`src/rtl/path_string_hash32_assert.svh`:
```
// Assertion macros for the path string hash block.
`ifndef PATH_STRING_HASH32_ASSERT_SVH
`define PATH_STRING_HASH32_ASSERT_SVH

// Implication checked at every rising edge of clk, off while arst_n is low.
`define PHS_ASSERT_IMP(lbl, ante, cons, msg) \
	lbl: assert property (@(posedge clk) disable iff (!arst_n) (ante) |-> (cons)) \
		else $error(msg);

// Next-cycle implication, same clock and reset as above.
`define PHS_ASSERT_NEXT(lbl, ante, cons, msg) \
	lbl: assert property (@(posedge clk) disable iff (!arst_n) (ante) |=> (cons)) \
		else $error(msg);

`endif

```
`src/rtl/phs_pkg.sv`:
```
// Shared types, constants and the character normalizer of the path string hash.
package phs_pkg;

	localparam logic [31:0] KEY_RESET   = 32'hF4FA8928;
	localparam logic [31:0] ACCA_RESET  = 32'h37A8470E;
	localparam logic [31:0] ACCB_RESET  = 32'h7758B42B;
	localparam logic [31:0] TAIL_WORD_0 = 32'h9BE74448;
	localparam logic [31:0] TAIL_WORD_1 = 32'h66F42C48;
	localparam logic [31:0] KEY_XOR     = 32'h267B0B11;
	localparam logic [31:0] A_OR        = 32'h02040801;
	localparam logic [31:0] A_AND       = 32'hBFEF7FDF;
	localparam logic [31:0] B_OR        = 32'h00804021;
	localparam logic [31:0] B_AND       = 32'h7DFEFBFF;

	localparam logic [7:0] CH_UPPER_A  = 8'h41;
	localparam logic [7:0] CH_UPPER_Z  = 8'h5A;
	localparam logic [7:0] CH_BSLASH   = 8'h5C;
	localparam logic [7:0] CH_SLASH    = 8'h2F;
	localparam logic [7:0] CASE_OFFSET = 8'h20;

	localparam int CMD_DEPTH = 4;
	localparam int CMD_AW    = $clog2(CMD_DEPTH);

	// One queued command: mix a word, end the string, or both (word first).
	typedef struct packed {
		logic        mix;
		logic [31:0] word;
		logic        last;
		logic        empty;
	} cmd_t;

	typedef struct packed {
		logic full;
		logic empty;
	} fifo_stat_t;

	function automatic logic [7:0] normalize(input logic [7:0] c);
		logic [7:0] r;
		if (c >= CH_UPPER_A && c <= CH_UPPER_Z) begin
			r = c + CASE_OFFSET;
		end else if (c == CH_BSLASH) begin
			r = CH_SLASH;
		end else begin
			r = c;
		end
		return r;
	endfunction

endpackage

```
`src/rtl/phs_cmd_fifo.sv`:
```
// Short command queue between the front end and the mixing back end.
module phs_cmd_fifo (
	input  logic                 clk,
	input  logic                 arst_n,
	input  logic                 push,
	input  phs_pkg::cmd_t        cmd_in,
	input  logic                 pop,
	output phs_pkg::cmd_t        cmd_out,
	output phs_pkg::fifo_stat_t  stat
);

	localparam int AW = phs_pkg::CMD_AW;

	phs_pkg::cmd_t mem [phs_pkg::CMD_DEPTH];

	logic [AW-1:0] wr_ptr_q;
	logic [AW-1:0] rd_ptr_q;
	logic [AW:0]   count_q;

	always_comb begin
		stat.full  = (count_q == (AW + 1)'(phs_pkg::CMD_DEPTH));
		stat.empty = (count_q == '0);
		cmd_out    = mem[rd_ptr_q];
	end

	always_ff @(posedge clk) begin
		if (push) begin
			mem[wr_ptr_q] <= cmd_in;
		end
	end

	always_ff @(posedge clk or negedge arst_n) begin
		if (!arst_n) begin
			wr_ptr_q <= '0;
			rd_ptr_q <= '0;
			count_q  <= '0;
		end else begin
			if (push) begin
				wr_ptr_q <= wr_ptr_q + AW'(1);
			end
			if (pop) begin
				rd_ptr_q <= rd_ptr_q + AW'(1);
			end
			unique case ({push, pop})
				2'b10:   count_q <= count_q + (AW + 1)'(1);
				2'b01:   count_q <= count_q - (AW + 1)'(1);
				default: count_q <= count_q;
			endcase
		end
	end

endmodule

```
`config.mk`:
```
export PLATFORM = sky130hd
export DESIGN_NAME = phs_cmd_fifo
export DESIGN_NICKNAME = d
export VERILOG_FILES = /design/src/rtl/path_string_hash32_assert.svh /design/src/rtl/phs_pkg.sv /design/src/rtl/phs_cmd_fifo.sv
export SDC_FILE = /design/constraint.sdc
export NUM_CORES = 1
export LEC_CHECK = 0
export BUFFER_PORTS_ARGS = -buffer_cell sky130_fd_sc_hd__buf_2
export CAP_MARGIN = 20
export CORE_ASPECT_RATIO = 0.7
export CORE_UTILIZATION = 61
export DETAILED_ROUTE_END_ITERATION = 8
export MAX_ROUTING_LAYER = met4
export PLACE_DENSITY = 0.84
export SYNTH_ARGS = -nofsm -noshare
export SYNTH_HDL_FRONTEND = slang
export SYNTH_SLANG_ARGS = --single-unit
```
`constraint.sdc`:
```
create_clock -name clk -period 3.3 [get_ports clk]
set_input_delay 0.33 -clock clk [delete_from_list [all_inputs] [get_ports clk]]
set_output_delay 0.33 -clock clk [all_outputs]
set_load 0.005 [all_outputs]
```
## Word level (Yosys, flattened, before mapping)

Memories as Yosys holds them, arrays and structs flattened.
Index checks and enable logic that the tools add are counted.

| operators by class | value |
|---|---|
| add/subtract/negate cells | 4 |
| eq/ne operators | 3 |
| muxes and demuxes | 3 |
| reduce and logical (&&, ||, !) cells | 2 |

Operator list:

| operator | number |
|---|---|
| one-hot mux 3 bit (2 select lines) | 1 |
| adder 2 x 1 -> 2 bit, second input constant | 2 |
| adder 3 x 1 -> 3 bit, second input constant | 1 |
| == test 3 bit, second input constant | 1 |
| zero test 3 bit | 1 |
| subtractor 3 x 1 -> 3 bit, second input constant | 1 |
| == test 2 x 1 -> 1 bit, second input constant | 1 |
| == test 2 bit, second input constant | 1 |
| two-way mux 1 bit | 2 |
| nonzero test 2 bit | 1 |

| word-level totals | value |
|---|---|
| bits in registers | 7 |
| RAM bits | 140 |
| bits of input ports | 39 |
| output and inout bits | 37 |
| word-level logic and storage cells | 16 |
| memories | 1 |

Memory list:

| memory | words | width | read ports | clocked after memory_dff | wr ports | RTL line | text |
|---|---|---|---|---|---|---|---|
| mem | 4 | 35 | 1 | 0 | 1 | phs_cmd_fifo.sv:14 | `phs_pkg::cmd_t mem [phs_pkg::CMD_DEPTH];` |

## Logic depth before layout (Yosys ltp)

| depth | value |
|---|---|
| word-level depth | 2 |
| depth in mapped cells | 7 |
| gate-level depth less buffers | 7 |

## Worst setup path after synthesis

OpenSTA, ideal clock, no wires.

| path | value |
|---|---|
| kind | register -> register |
| from | register wr_ptr_q[0] |
| to | memory mem[2][0] (netlist bit), enable pin |
| setup time | 0.395 ns |
| data arrival time | 1.477 ns |
| data required time | 2.905 ns |
| slack | 1.428 ns |
| cell stages (with the launch flop) | 4 |
| buffers on the path | 0 |
| clock period less this slack | 1.872 ns |
| cell sequence | dfrtp_1 inv_1 ha_1 and2_1 |

RTL lines:

| item | RTL line | text |
|---|---|---|
| start, declared | phs_cmd_fifo.sv:16 | `logic [AW-1:0] wr_ptr_q;` |
| start signal, assigned | phs_cmd_fifo.sv:39 | `wr_ptr_q <= wr_ptr_q + AW'(1);` |
| end, declared | phs_cmd_fifo.sv:14 |  |

Straight into the memory's write port.

==> impl_results.md <==
* Filler cell count at 464
* Layout cells sized above 1 at 41.12%
* Final Hold Vio Count at 0
* CP Data Arrival Time at 1970 ps
* RSZ-0062 raised after global routing: no
* Fmax at 0.4352 GHz
* Post-DP Area at 0.005961 mm²
* Fin area at 0.006479 mm²
* Gate power share at 23.9%
* Net Count, Synth at 265
* Buffers on Ports at 75
* Gr usage total at 21.92%
* Synthesized cell area at 0.005504 mm²
* Post-synth cell types at 18
* Largest net degree at the start of global routing at 37
* Yosys warnings at 0
* Antenna violations before repair at 0
* Nature of the critical path startpoint: flip-flop
* Hold path cells at 1
* Vias in the first global route at 2553
* Worst Max-Slew Pin Slew at 968.2 ps
* DP HPWL at 5.094 mm
* Via Count at 2468
* Die area at 0.009413 mm²
* Final min period at 2298 ps
* P&R area growth vs syn at 17.71%
* Post-CTS Setup Bufs at 0
* Net Sw Frac at 26.17%
* First-pass GRT wire length at 13.39 mm
* Flop pwr share at 46.9%
* Final setup violation count at 0
* Worst r2r path cells at 3
* WP data required at 2970 ps
* Avg Inst Size Synth at 25.02 µm²
* Multi-input logic area at 0.001016 mm²
* P_leak at 2.306 nW
* DRC at 0
* Crit share post-route at 69.63%
* CTS max path bufs at 2
* H-tree levels at 4
* Critical path class: reg2out
* Net count, final at 354
* Clock share of power at 29.2%
* Setup crit end kind: output pin
* Grt ovf at 0
* Status: complete, no violations
* FF/Latch Area at 0.004382 mm²
* Post-synthesis cell count at 220
* Max-Cap Viols at 0
* Die Ht at 81.48 µm
* Sequential share of the synthesized area at 79.56%
* DP Worst Slack at 1430 ps
* CTS root buf: clkbuf_16
* DR WL/cell at 20.31 µm
* Internal power at 0.004178 W
* CTS sink cnt at 147
* Relative slew slack at 35.45%
* Switch Pwr at 0.001481 W
* Count of hold-fix buffers inserted at cts at 1
* Crit-path max FO at 36
* Slew Viols, Final at 0
* Setup TNS at 0 ps
* Vias per cell at 5.596
* GPL Wtd Cong at 0.6714
* Peak supply drop at 0.5911 mV
* I/O pins at 76
* Core Box Area at 0.008583 mm²
* Cell Pwr Density at 873.6 mW/mm²
* Pre-antenna DRT Iters at 5
* Synth Register Bits at 147
* Initial Util at 64.13%
* Setup Skew at 14.54 ps
* Num CTS Buffers at 17
* Clk_lat worst skew at 410 ps
* Row count at 28
* Clock transition at path regs at 50 ps
* Number of antenna-violating nets in the routed design at 0
* Iteration-0 DRC Markers at 216
* HP Class: in2reg
* TritonCTS clock tree: done
* Setup ws final at 1002 ps
* CTS resizes at 0
* Chip Width at 115.5 µm
* WL final at 8.958 mm
* Antenna cells at 0
-- area by class of cell --
class / instances / share of cell area (%)
Clock buffer: 21 / 6.798
Inverter: 6 / 0.3476
Sequential cell: 147 / 67.63
Multi-Input combinational cell: 59 / 15.68
Tap cell: 120 / 2.317
Clock inverter: 10 / 1.043
Timing Repair Buffer: 78 / 6.180
-- metrics by stage --
| step | power (W) | util, % | std cells | hold WS (ps) |
|---|---|---|---|---|
| floorplan | 0.003584 | - | 220 | 34.41 |
| global placement | 0.004003 | 69.45 | 409 | 175.3 |
| detailed placement | 0.004065 | 69.45 | 409 | 178.8 |
| CTS | 0.005728 | 75.48 | 441 | 116.4 |
| global route | 0.005931 | 75.48 | 441 | 118.0 |
| finish | 0.005660 | 75.48 | 441 | 136.0 |
-- cells by family (layout without fill, tap and decap cells) --
family          after synthesis  in the layout  share of synthesized area (%)
flops                       147            147                          79.56
mux                          35             35                          14.80
xor+xnor                      6              6                         0.9548
buf+inv                      14            115                          2.069
compound gates                2              2                         0.1819
fa+ha+maj                     6              6                          1.500
simple gates                 10             10                         0.9319
-- synthesized netlist by cell type (all sizes together) --
master  instances  area share [%]
edfxtp        140              76
mux4           35              15
buf             8             1.7
dfrtp           7             3.2
inv             6            0.41
ha              5             1.1
and2            4            0.45
xor2            4            0.64
nand2           3            0.20
o21ai           2            0.18
xnor2           2            0.32
and3            1            0.11
fa              1            0.36
nor2            1           0.068
nor3            1           0.091
-- per-layer routing --
metal	up-vias	global-route usage, %	routed length [µm]
met5	-	-	0
met4	0	10.39	117
met3	13	8.487	476
met2	80	33.47	4417
met1	1274	26.17	3947
li1	1101	-	-
-- critical path, stage by stage, from the launching register on --
cell and delay (ps):
dfrtp_2 950, mux4_1 440, buf_2 160
-- placed cells by master (no fill, tap or decap) --
cell / Yosys / final
buf_2: 4 / 75
o21ai_0: 2 / 2
nor2_1: 1 / 1
buf_4: 0 / 2
nand2_1: 3 / 3
dfrtp_2: 0 / 2
clkinv_2: 0 / 3
edfxtp_1: 140 / 140
fa_1: 1 / 1
bufinv_16: 0 / 1
and3_1: 1 / 1
dlygate4sd3_1: 0 / 1
xor2_1: 4 / 4
inv_1: 6 / 6
mux4_2: 28 / 28
mux4_1: 7 / 7
clkbuf_16: 0 / 17
nor3_1: 1 / 1
and2_2: 0 / 4
clkinv_1: 0 / 6
dfrtp_1: 7 / 5
xnor2_1: 2 / 2
clkbuf_1: 0 / 4
ha_1: 5 / 5
-- worst paths after layout --
path	start	endpoint	slack (ps)
max	rd_ptr_q[1]	cmd_out[1]	1000
min	cmd_in[24]	mem[0][24]	140
max reg2reg	wr_ptr_q[0]	mem[2][14]	1470
min reg2reg	count_q[2]	count_q[2]	520
max in group asynchronous	arst_n	rd_ptr_q[0]	2810
min in group asynchronous	arst_n	count_q[1]	290
-- sequential cells by signal (all words and copies together) (netlist names) --
| signal | cells |
|---|---|
| count_q | 3 |
| mem | 140 |
| rd_ptr_q | 2 |
| wr_ptr_q | 2 |
-- power groups by stage --
stage / combinational, W / clock, W / sequential, W
floorplan: 0.00103 / 0 / 0.00255
global placement: 0.00134 / 0 / 0.00266
detailed placement: 0.00138 / 0 / 0.00269
CTS: 0.00139 / 0.00168 / 0.00266
global route: 0.00149 / 0.00176 / 0.00268
finish: 0.00135 / 0.00165 / 0.00265
Note: power is estimated with default switching activity, not from simulation.
