[src/rtl/path_string_hash32_assert.svh]
// Assertion macros for the path string hash block.
`ifndef PATH_STRING_HASH32_ASSERT_SVH
`define PATH_STRING_HASH32_ASSERT_SVH

// Implication checked at every rising edge of clk, off while arst_n is low.
`define PHS_ASSERT_IMP(lbl, ante, cons, msg) \
	lbl: assert property (@(posedge clk) disable iff (!arst_n) (ante) |-> (cons)) \
		else $error(msg);

// Next-cycle implication, same clock and reset as above.
`define PHS_ASSERT_NEXT(lbl, ante, cons, msg) \
	lbl: assert property (@(posedge clk) disable iff (!arst_n) (ante) |=> (cons)) \
		else $error(msg);

`endif

[src/rtl/phs_pkg.sv]
// Shared types, constants and the character normalizer of the path string hash.
package phs_pkg;

	localparam logic [31:0] KEY_RESET   = 32'hF4FA8928;
	localparam logic [31:0] ACCA_RESET  = 32'h37A8470E;
	localparam logic [31:0] ACCB_RESET  = 32'h7758B42B;
	localparam logic [31:0] TAIL_WORD_0 = 32'h9BE74448;
	localparam logic [31:0] TAIL_WORD_1 = 32'h66F42C48;
	localparam logic [31:0] KEY_XOR     = 32'h267B0B11;
	localparam logic [31:0] A_OR        = 32'h02040801;
	localparam logic [31:0] A_AND       = 32'hBFEF7FDF;
	localparam logic [31:0] B_OR        = 32'h00804021;
	localparam logic [31:0] B_AND       = 32'h7DFEFBFF;

	localparam logic [7:0] CH_UPPER_A  = 8'h41;
	localparam logic [7:0] CH_UPPER_Z  = 8'h5A;
	localparam logic [7:0] CH_BSLASH   = 8'h5C;
	localparam logic [7:0] CH_SLASH    = 8'h2F;
	localparam logic [7:0] CASE_OFFSET = 8'h20;

	localparam int CMD_DEPTH = 4;
	localparam int CMD_AW    = $clog2(CMD_DEPTH);

	// One queued command: mix a word, end the string, or both (word first).
	typedef struct packed {
		logic        mix;
		logic [31:0] word;
		logic        last;
		logic        empty;
	} cmd_t;

	typedef struct packed {
		logic full;
		logic empty;
	} fifo_stat_t;

	function automatic logic [7:0] normalize(input logic [7:0] c);
		logic [7:0] r;
		if (c >= CH_UPPER_A && c <= CH_UPPER_Z) begin
			r = c + CASE_OFFSET;
		end else if (c == CH_BSLASH) begin
			r = CH_SLASH;
		end else begin
			r = c;
		end
		return r;
	endfunction

endpackage

[src/rtl/phs_front.sv]
// Front end: normalizes characters, packs words and issues mix and end commands.
module phs_front #(
	parameter int BUFFER_BYTES = 256
) (
	input  logic                clk,
	input  logic                arst_n,
	input  logic                fire,
	input  logic [7:0]          char_code,
	input  logic                has_char,
	input  logic                last_char,
	output logic                push,
	output phs_pkg::cmd_t       cmd
);

	localparam int CW = $clog2(BUFFER_BYTES);

	logic [23:0]   wa_q;
	logic [1:0]    lane_q;
	logic [CW-1:0] count_q;

	logic [7:0]    ch;
	logic          take;
	logic          wrap;
	logic [23:0]   wa_ins;
	logic [23:0]   wa_next;
	logic [1:0]    lane_next;
	logic [CW-1:0] count_next;

	always_comb begin
		ch         = phs_pkg::normalize(char_code);
		take       = has_char && (count_q < CW'(BUFFER_BYTES - 1));
		wrap       = take && (lane_q == 2'd3);
		wa_ins     = wa_q | (24'(ch) << {lane_q, 3'b000});
		wa_next    = wrap ? 24'd0 : (take ? wa_ins : wa_q);
		lane_next  = wrap ? 2'd0 : (take ? lane_q + 2'd1 : lane_q);
		count_next = take ? count_q + CW'(1) : count_q;

		push       = fire && (wrap || last_char);
		cmd.mix    = wrap || (last_char && (lane_next != 2'd0));
		cmd.word   = wrap ? {ch, wa_q} : {8'd0, wa_next};
		cmd.last   = last_char;
		cmd.empty  = (count_next == '0);
	end

	always_ff @(posedge clk or negedge arst_n) begin
		if (!arst_n) begin
			wa_q    <= '0;
			lane_q  <= '0;
			count_q <= '0;
		end else if (fire) begin
			// a string end returns the packer to its start
			if (last_char) begin
				wa_q    <= '0;
				lane_q  <= '0;
				count_q <= '0;
			end else begin
				wa_q    <= wa_next;
				lane_q  <= lane_next;
				count_q <= count_next;
			end
		end
	end

endmodule

[config.mk]
export PLATFORM = sky130hd
export DESIGN_NAME = phs_front
export DESIGN_NICKNAME = d
export VERILOG_FILES = /design/src/rtl/path_string_hash32_assert.svh /design/src/rtl/phs_pkg.sv /design/src/rtl/phs_front.sv
export SDC_FILE = /design/constraint.sdc
export NUM_CORES = 1
export LEC_CHECK = 0
export BUFFER_PORTS_ARGS = -buffer_cell sky130_fd_sc_hd__buf_2
export CAP_MARGIN = 5
export CORE_MARGIN = 2
export CORE_UTILIZATION = 54
export CTS_CLUSTER_DIAMETER = 120
export DETAILED_ROUTE_END_ITERATION = 8
export PLACE_DENSITY = 0.87
export SETUP_SLACK_MARGIN = 0.2
export SLEW_MARGIN = 20
export SYNTH_ARGS = -nofsm -noshare
export SYNTH_HDL_FRONTEND = slang
export SYNTH_SLANG_ARGS = --single-unit
[constraint.sdc]
create_clock -name clk -period 2.1 [get_ports clk]
set_input_delay 0.21 -clock clk [delete_from_list [all_inputs] [get_ports clk]]
set_output_delay 0.21 -clock clk [all_outputs]
set_load 0.005 [all_outputs]
* After elaboration in Yosys (flattened, before gate mapping)
Cells that the tools add are included.
** Storage, ports and cells
- Bits in registers :: 34
- Output and inout bits :: 36
- Word-level logic and storage cells :: 33
- Input port bits :: 13
** Cells by class
- Reduce and logical (&&, ||, !) cells :: 9
- $add $sub $neg :: 3
- Shifts and indexed selects :: 1
- $lt $le $gt $ge :: 3
- Bitwise logic cells :: 1
- Multiplexer cells :: 11
- Equal/unequal tests :: 2
** Operators by type and width (number)
- two-way mux 24 bit :: 3
- two-way mux 32 bit :: 1
- two-way mux 8 bit :: 4
- bitwise OR 24 bit :: 1
- << shifter 8 x 5 -> 24 bit :: 1
- adder 8 x 1 -> 8 bit, second input constant :: 1
- adder 8 x 6 -> 8 bit, second input constant :: 1
- == test 8 x 7 -> 1 bit, second input constant :: 1
- >= comparator 8 x 7 -> 1 bit, second input constant :: 1
- less-or-equal comparator 8 x 7 -> 1 bit, second input constant :: 1
- logical NOT 8 bit :: 1
- < comparator 8 bit, second input constant :: 1
- two-way mux 2 bit :: 3
- logical AND 1 bit :: 5
- adder 2 x 1 -> 2 bit, second input constant :: 1
- == test 2 bit, second input constant :: 1
- logical OR 1 bit :: 2
- nonzero test 2 bit :: 1

* Depth between registers and ports, before layout
Gate-level depths: netlist of run 1.
- Depth in word-level cells :: 8
- Gate-level depth with buffers :: 7
- Mapped depth without buffers :: 6

* Worst setup path before layout of run 1
Ideal clock, no wire load.
- Path kind :: reg2out
- From :: register count_q[1]
- To :: output port cmd[0] (netlist name)
- Buffers on the path :: 2
- Required time :: 1.890 ns
- Slack :: 0.216 ns
- Arrival :: 1.674 ns
- Cell stages (with the launch flop) :: 8
- Cell sequence :: dfrtp_1 -> ha_1 -> clkbuf_2 -> and3_1 -> buf_2 -> a21o_1 -> a221o_1 -> nor3_2
** RTL lines
- start, declared :: RTL line phs_front.sv:19 : logic [CW-1:0] count_q;
- start signal, assigned :: RTL line phs_front.sv:59 : count_q <= count_next;
- end, declared :: RTL line phs_front.sv:12 : output phs_pkg::cmd_t cmd

==> impl_metrics.env, run 1 <==
export IMPL_status="finished with violations"
export IMPL_violations="hold timing, setup timing"
export IMPL_ys_types=57
export IMPL_fin_area_sq_um=3050
export IMPL_final_min_clock_period_ns=2.15
export IMPL_path_max_fanout=5
export IMPL_place_area_sq_um=2490
export IMPL_root_buffer="clkbuf_8"
export IMPL_synth_area_mux_share_pct=0.455
export IMPL_report_final_hold_viol_count=22
export IMPL_drt_initial_drc_count=404
export IMPL_dr_pass1_iters=5
export IMPL_wl_met1_mm=3.11
export IMPL_routed_top_layer="met4"
export IMPL_grt_start_max_net_pins=35
export IMPL_num_vias=2495
export IMPL_power_density_nw_per_um2=667
export IMPL_avgRoutedWirePerCell_um=23.0
export IMPL_clock_sinks=34
export IMPL_max_freq_ghz=0.464
export IMPL_clock_latency_ns=0.29
export IMPL_syn_nets=250
export IMPL_synth_area_sq_um=2200
export IMPL_cts_made_buffers=5
export IMPL_die_h_um=67.9
export IMPL_clk_pin_slew_ns=0.08
export IMPL_gp_congestion=0.880
export IMPL_ant_nets=0
export IMPL_max_slew_worst_pin_slew_ns=0.765
export IMPL_drv_slew=0
export IMPL_avgSynthCellArea_sq_um=9.41
export IMPL_grt_pass1_wl_mm=10.2
export IMPL_synth_area_top_cells="dfrtp_1, o2bb2ai_1, o21bai_1"
export IMPL_synthTopCellsByCount="dfrtp_1, nand2_1, o21bai_1, o2bb2ai_1, nor2_1"
export IMPL_die_area_sq_um=4600
export IMPL_h_tree_depth=2
export IMPL_setup_ws_ns=-0.0548
export IMPL_ctsHoldBuffers=0
export IMPL_cts_tree="built"
export IMPL_maxCapViolCount=0
export IMPL_worstSetupPathType="flip-flop to primary output"
export IMPL_drc=0
export IMPL_synth_warnings=0
export IMPL_peakVddDrop_mv=0.394
export IMPL_synthArstFlopShare_pct=100
export IMPL_rsz0062_at_grt="yes"
export IMPL_required_ns=1.89
export IMPL_yosysMostFrequentCell="dfrtp_1"
export IMPL_grtUsageTotal_pct=29.3
export IMPL_setup_viol=2
export IMPL_synth_compound_area_share_pct=33.6
export IMPL_min_path_type="primary input to async pin"
export IMPL_synthAdderAreaFrac_pct=1.70
export IMPL_synth_top_family_by_area="compound AO/OA/AOI/OAI gates"
export IMPL_clockBufferDepth=2
export IMPL_antenna_found_initial=0
export IMPL_drive_above_1_share_pct=43.0
export IMPL_timing_hold_ws_ns=-0.0150
export IMPL_synthSimpleGateAreaFrac_pct=19.9
export IMPL_yosysSeqAreaShare_pct=38.6
export IMPL_fillers=216
export IMPL_fin_nets=315
export IMPL_grt_pass1_vias=2091
export IMPL_yosysTopAreaCell="dfrtp_1"
export IMPL_diodes=0
export IMPL_dp_hpwl_mm=3.99
export IMPL_finClkSkew_ns=0.00653
export IMPL_netlist_instances=234
export IMPL_pin_count=49
export IMPL_route_met2_wl_mm=3.56
export IMPL_synth_seq_cells=34
export IMPL_totalWireLength_mm=8.06
export IMPL_fin_crit_sh_pct=103
export IMPL_maxSlewHeadroom_pct=49.0
export IMPL_reg2reg_from="lane_q[1]"
export IMPL_place_ws_ns=0.132
export IMPL_core_area_sq_um=3970
export IMPL_port_buffer_count=48
export IMPL_die_w_um=67.9
export IMPL_area_growth_pct=38.5
export IMPL_ys_flop_type="dfrtp_1"
export IMPL_synthXorXnorAreaFrac_pct=0
export IMPL_grt_ovfl_total=0
export IMPL_synth_edf_count=0
export IMPL_wl_met3_um=866
export IMPL_viasPerCell=7.13
export IMPL_leakage_nw=1.46
export IMPL_fp_row_count=23
export IMPL_start_kind="flip-flop"
export IMPL_crit_start="lane_q[1]"
export IMPL_start_util_pct=55.5
export IMPL_critPathArrivalTime_ns=1.94
export IMPL_crit_path_end_kind="primary output"
export IMPL_synth_top_area_share_pct=38.6
==> area by class of cell <==
class                      count  area [sq um]  share of cell area, %
clock inverter                 3          68.8                   2.26
clock buffer                   5          68.8                   2.26
sequential                    34           855                   28.0
multi-input combinational    174          1500                   49.1
timing repair buffer          74           462                   15.1
tap                           50          62.6                   2.05
inverter                      10          37.5                   1.23
==> critical path, stage by stage, from the launching register on <==
cell,delay [ns]
dfrtp_1,0.43
ha_4,0.21
nor3b_4,0.29
nor2b_4,0.24
nand2_4,0.11
o31ai_4,0.21
buf_2,0.16
==> placed cells by master, fill, tap and decap left out, types with 3 or more instances in the layout <==
cell and count:
buf_2 48, dfrtp_1 31, buf_4 19, o2bb2ai_1 12, o21bai_1 11, nand2_1 10, a21o_1 10, a22o_1 10
a21oi_1 8, inv_1 8, nor2_1 7, nand3_1 7, nor2b_1 7, buf_6 7, a31oi_1 5, o21ai_0 5
nor3_1 5, clkbuf_8 5, nand2_4 4, nor2_4 4, nand4_1 3, and3_1 3, o32ai_1 3, nand2b_1 3
dfrtp_2 3
==> where the power goes <==
group,switching (W),internal (W),leakage (nW)
Clock,0.000265,0.000476,0.0683
Combinational,0.000293,0.000249,0.931
Sequential,0.0000497,0.000704,0.459
==> routing by layer <==
layer  global-route usage, %  vias to the layer above
met5                       0                        -
met4                    14.0                        0
met1                    40.5                     1161
li1                        -                     1035
met3                    7.40                       61
met2                    42.9                      238
==> state kept, by name, summed over array words and instances (netlist names) <==
signal / flops
wa_q: 24
count_q: 8
lane_q: 2
==> through the flow <==
stage / util [%] / TNS (ns) / instances / total power [W]
after floorplan: - / 0 / 234 / 0.000995
after global placement: 62.8 / 0 / 326 / 0.00114
after detailed placement: 62.8 / 0 / 326 / 0.00115
after CTS: 72.5 / 0 / 344 / 0.00193
after global routing: 76.8 / -0.558 / 350 / 0.00211
final: 76.8 / -0.0763 / 350 / 0.00204
==> worst paths after layout <==
check,to,slack [ns],cells past startpoint
hold / removal,count_q[5],-0.01,1
setup reg to reg,wa_q[22],0.14,7
min in group clk,count_q[3],0.23,2
max in group asynchronous,count_q[3],1.59,1
setup / recovery,cmd[8],-0.05,6
hold reg to reg,wa_q[16],0.49,1
==> logic make-up (layout without fill, tap and decap cells) <==
kind of cell	after synthesis	in the layout
compound gates	94	94
mux	1	1
fa+ha+maj	3	3
flops	34	34
simple gates	76	76
buf+inv	26	92
==> timing repair <==
action                                 in CTS  in global routing
pin swaps                                  17                 19
setup endpoints to repair                  36                 48
endpoints found under the hold margin       0                  0
gates resized for setup                    43                 23
setup buffers                              10                  6
(Power assumes the default switching activity.)
==> run 2: changes to the inputs <==
--- a/config.mk
+++ b/config.mk
@@ -5,10 +5,11 @@
 export SDC_FILE = /design/constraint.sdc
 export NUM_CORES = 1
 export LEC_CHECK = 0
+export ABC_AREA = 1
 export BUFFER_PORTS_ARGS = -buffer_cell sky130_fd_sc_hd__buf_2
 export CAP_MARGIN = 5
 export CORE_MARGIN = 2
-export CORE_UTILIZATION = 54
+export CORE_UTILIZATION = 55
 export CTS_CLUSTER_DIAMETER = 120
 export DETAILED_ROUTE_END_ITERATION = 8
 export PLACE_DENSITY = 0.87
==> constraint.sdc (replaced) <==
create_clock -name clk -period 2.1 [get_ports clk]
set_input_delay 0.21 -clock clk [delete_from_list [all_inputs] [get_ports clk]]
set_output_delay 0.21 -clock clk [all_outputs]
set_load 0.1 [all_outputs]
==> run 2 against run 1 <==
Effect of this change:
- the run now fails in global routing (5_1_grt)
- synthesized area grew 6.3%
- synthesized cell count is 45% higher
==> impl_metrics.env, run 2 <==
export IMPL_synthArstFlopShare_pct=100
export IMPL_error="[ERROR DPL-0038] Utilization greater than 100%, impossible to legalize"
export IMPL_yosysTopAreaCell="dfrtp_1"
export IMPL_netlist_instances=340
export IMPL_gp_congestion=0.990
export IMPL_clock_sinks=34
export IMPL_place_area_sq_um=3460
export IMPL_synth_warnings=0
export IMPL_port_buffer_count=48
export IMPL_synth_area_sq_um=2340
export IMPL_root_buffer="clkbuf_8"
export IMPL_synth_edf_count=0
export IMPL_crit_endpoint="cmd[15]"
export IMPL_h_tree_depth=2
export IMPL_ys_flop_type="dfrtp_1"
export IMPL_yosysSeqAreaShare_pct=36.3
export IMPL_fp_row_count=23
export IMPL_status="aborted with a tool error"
export IMPL_pin_count=49
export IMPL_ys_types=33
export IMPL_cts_made_buffers=5
export IMPL_synthTopCellsByCount="nand2_1, inv_1, nor2_1"
export IMPL_ctsHoldBuffers=0
export IMPL_start_util_pct=57.7
export IMPL_synth_top_area_share_pct=36.3
export IMPL_yosysMostFrequentCell="nand2_1"
export IMPL_grt_start_max_net_pins=35
export IMPL_syn_nets=356
export IMPL_die_h_um=69.2
export IMPL_worst_ep_kind="output port"
export IMPL_die_w_um=69.2
export IMPL_clockBufferDepth=2
export IMPL_avgSynthCellArea_sq_um=6.89
export IMPL_synth_area_top_cells="dfrtp_1, nand2_1, inv_1"
export IMPL_dp_hpwl_mm=5.43
export IMPL_synth_seq_cells=34
export IMPL_lastStage="global routing (5_1_grt)"
-- run 2: kinds of logic after synthesis --
| family | share of synthesized area (%) |
|---|---|
| fa+ha+maj | 1.60 |
| simple gates | 36.4 |
| buf+inv | 12.1 |
| xor+xnor | 0.374 |
| compound gates | 13.1 |
| flops | 36.3 |
-- run 2: timing repair --
action / 4_1_cts
gates cloned: 2
gates resized for setup: 31
setup endpoints to repair: 52
pin swaps: 24
setup buffers: 16
-- run 2: through the flow --
step,TNS (ns),setup WS [ns],cells
2_1_floorplan,0,0.0656,340
3_3_place_gp,0,0.155,436
3_5_place_dp,0,0.0177,436
4_1_cts,-2.23,-0.125,462
==> run 3: changes to the inputs <==
--- a/config.mk
+++ b/config.mk
@@ -9,11 +9,9 @@
 export BUFFER_PORTS_ARGS = -buffer_cell sky130_fd_sc_hd__buf_2
 export CAP_MARGIN = 5
 export CORE_MARGIN = 2
-export CORE_UTILIZATION = 55
-export CTS_CLUSTER_DIAMETER = 120
+export CORE_UTILIZATION = 40
 export DETAILED_ROUTE_END_ITERATION = 8
-export PLACE_DENSITY = 0.87
-export SETUP_SLACK_MARGIN = 0.2
+export PLACE_DENSITY_LB_ADDON = 0.15
 export SLEW_MARGIN = 20
 export SYNTH_ARGS = -nofsm -noshare
 export SYNTH_HDL_FRONTEND = slang
==> run 3 against run 2 <==
Effect of this change:
- the flow now finishes, with violations (hold timing, setup timing)
- synthesized area is the same
- synthesized cell count is the same
==> impl_metrics.env, run 3 <==
export IMPL_timing_hold_ws_ns=-0.0167
export IMPL_fp_row_count=27
export IMPL_peakVddDrop_mv=0.446
export IMPL_final_min_clock_period_ns=2.27
export IMPL_max_freq_ghz=0.440
export IMPL_cp_cell_sequence="ha_2 -> nand2_4 -> nor2_4 -> a21boi_4 -> nand3_4 -> inv_8 -> nand2_2 -> o21ai_4 -> buf_12"
export IMPL_dp_cells=464
export IMPL_yosysSeqAreaShare_pct=36.3
export IMPL_ys_types=33
export IMPL_synthArstFlopShare_pct=100
export IMPL_place_area_sq_um=3390
export IMPL_power_internal_w=0.00147
export IMPL_top_usage_layer="met2"
export IMPL_cts_tree="built"
export IMPL_synth_seq_cells=34
export IMPL_setup_ws_ns=-0.175
export IMPL_reg2reg_to="wa_q[19]"
export IMPL_path_max_fanout=7
export IMPL_setup_viol=26
export IMPL_die_area_sq_um=6480
export IMPL_crit_path_end_kind="primary output"
export IMPL_use_met1_pct=27.1
export IMPL_min_path_type="primary input to async pin"
export IMPL_seq_power_share_pct=28.2
export IMPL_num_vias=2511
export IMPL_ant_nets=0
export IMPL_start_kind="flip-flop"
export IMPL_synth_top_area_share_pct=36.3
export IMPL_port_buffer_count=48
export IMPL_yosysTopAreaCell="dfrtp_1"
export IMPL_dp_hpwl_mm=4.87
export IMPL_rsz0062_at_grt="yes"
export IMPL_status="finished with violations"
export IMPL_h_tree_depth=2
export IMPL_grtUsageTotal_pct=22.5
export IMPL_yosysMostFrequentCell="nand2_1"
export IMPL_required_ns=1.89
export IMPL_crit_start="count_q[0]"
export IMPL_synth_area_mux_share_pct=0
export IMPL_netlist_instances=340
export IMPL_reg2reg_from="count_q[0]"
export IMPL_tns_ns=-2.36
export IMPL_viasPerCell=5.08
export IMPL_synth_compound_area_share_pct=13.1
export IMPL_start_util_pct=42.0
export IMPL_final_common_cell="nand2_1"
export IMPL_cts_made_buffers=5
export IMPL_synth_top_family_by_area="simple AND/OR/NAND/NOR gates"
export IMPL_violations="hold timing, setup timing"
export IMPL_die_h_um=80.5
export IMPL_core_area_sq_um=5570
export IMPL_synth_area_top_cells="dfrtp_1, nand2_1, inv_1"
export IMPL_slowest_stage="dfrtp_1"
export IMPL_clk_pin_slew_ns=0.07
export IMPL_finClkSkew_ns=0.00591
export IMPL_synthTopCellsByCount="nand2_1, inv_1, nor2_1"
export IMPL_totalWireLength_mm=6.89
export IMPL_gp_congestion=0.916
export IMPL_largest_reg_flops=24
export IMPL_synthSimpleGateAreaFrac_pct=36.4
export IMPL_synthAdderAreaFrac_pct=1.60
export IMPL_grt_use_met3_pct=4.27
export IMPL_synth_warnings=0
export IMPL_drc=0
export IMPL_clock_latency_ns=0.29
export IMPL_layout_common_cells="nand2_1, inv_1, buf_12, dfrtp_1, buf_4"
export IMPL_antenna_found_initial=0
export IMPL_max_slew_worst_pin_slew_ns=0.763
export IMPL_pin_count=49
export IMPL_ys_flop_type="dfrtp_1"
export IMPL_avgSynthCellArea_sq_um=6.89
export IMPL_clock_sinks=34
export IMPL_clockBufferDepth=2
export IMPL_final_cells=494
export IMPL_maxCapViolCount=0
export IMPL_leakage_nw=1.90
export IMPL_synth_edf_count=0
export IMPL_fin_area_sq_um=3850
export IMPL_drv_slew=0
export IMPL_maxSlewHeadroom_pct=49.1
export IMPL_cpPeakStageDelay_ns=0.39
export IMPL_fillers=421
export IMPL_clockPowerShare_pct=23.4
export IMPL_p_sw_w=0.00110
export IMPL_drive_above_1_share_pct=39.3
export IMPL_synthXorXnorAreaFrac_pct=0.374
export IMPL_drt_initial_drc_count=142
export IMPL_grt_start_max_net_pins=35
export IMPL_cp_buffers_inverters=2
export IMPL_syn_nets=356
export IMPL_report_final_hold_viol_count=24
export IMPL_avgRoutedWirePerCell_um=14.0
export IMPL_root_buffer="clkbuf_8"
export IMPL_critPathArrivalTime_ns=2.06
export IMPL_grt_pass1_wl_mm=11.3
export IMPL_met2_usage_pct=40.0
export IMPL_reg2reg_depth=11
export IMPL_dr_pass1_iters=4
export IMPL_synth_area_sq_um=2340
export IMPL_r2r_setup_slack_ns=0.12
export IMPL_ctsHoldBuffers=0
export IMPL_crit_end="cmd[13]"
export IMPL_largest_register="wa_q"
export IMPL_multi_input_area_sq_um=1540
export IMPL_fin_crit_sh_pct=108
export IMPL_comb_power_share_pct=48.5
export IMPL_die_w_um=80.5
export IMPL_fin_nets=437
export IMPL_netSwitchingFraction_pct=42.8
export IMPL_power_density_nw_per_um2=668
export IMPL_diodes=0
export IMPL_cp_top_family="simple AND/OR/NAND/NOR gates"
export IMPL_grt_ovfl_total=0
export IMPL_cp_depth=9
export IMPL_seq_area_sq_um=851
export IMPL_grt_pass1_vias=2472
export IMPL_reg_top3="wa_q x24, count_q x8, lane_q x2"
export IMPL_area_growth_pct=64.6
export IMPL_worstSetupPathType="flip-flop to primary output"
## run 3: cell counts after synthesis
Identical to the previous run, type by type.
## run 3: repair_timing
action,in CTS,in global routing
cloned,1,0
resized for setup,32,17
pin swaps,23,23
setup endpoints to repair,31,35
buffers inserted,14,9
## run 3: power by group through the flow
stage | sequential, W | combinational, W | clock (W)
finish | 0.000725 | 0.00125 | 0.000601
global route | 0.000730 | 0.00130 | 0.000639
CTS | 0.000723 | 0.00122 | 0.000613
detailed placement | 0.000735 | 0.00116 | 0
global placement | 0.000733 | 0.00115 | 0
floorplan | 0.000735 | 0.000756 | 0
## run 3: cell families (layout without fill, tap and decap cells)
logic type / Yosys count / in the layout
XOR/XNOR: 1 / 1
adder cells (fa/ha/maj): 3 / 3
buffers and inverters: 65 / 146
AND/OR/NAND/NOR: 188 / 189
flip-flops: 34 / 34
AO/OA/AOI/OAI: 49 / 49
## run 3: worst min-delay path by stage
stage	startpoint	endpoint	cells after the start
after floorplan	arst_n	count_q[0]	0
after global placement	arst_n	count_q[4]	1
after detailed placement	arst_n	count_q[7]	1
after CTS	arst_n	count_q[7]	1
after global routing	arst_n	count_q[7]	1
final	arst_n	count_q[4]	1
## run 3: cell type report
cell class / instances / share of cell area (%)
Inverter: 56 / 5.91
Tap cell: 72 / 2.34
Clock buffer: 5 / 1.79
Clock inverter: 3 / 1.04
Timing Repair Buffer: 82 / 27.0
Multi-Input combinational cell: 242 / 39.9
Sequential cell: 34 / 22.1
## run 3: per-layer routing
layer	wire length [um]	vias to the layer above	part of all wire (%)
met3	292	17	4.2
met4	120	0	1.7
met1	2850	1192	41
met5	0	-	0
li1	-	1234	-
met2	3630	68	53
## run 3: per-stage QoR
stage | worst slack, ns | total power (W) | hold WS, ns | util [%]
global route | -0.262 | 0.00267 | 0.0530 | 69.1
floorplan | -0.275 | 0.00149 | -0.0856 | -
detailed placement | 0.0709 | 0.00189 | 0.334 | 60.7
finish | -0.175 | 0.00257 | -0.0167 | 69.1
global placement | 0.119 | 0.00188 | 0.339 | 60.7
CTS | -0.119 | 0.00255 | 0.0151 | 67.2
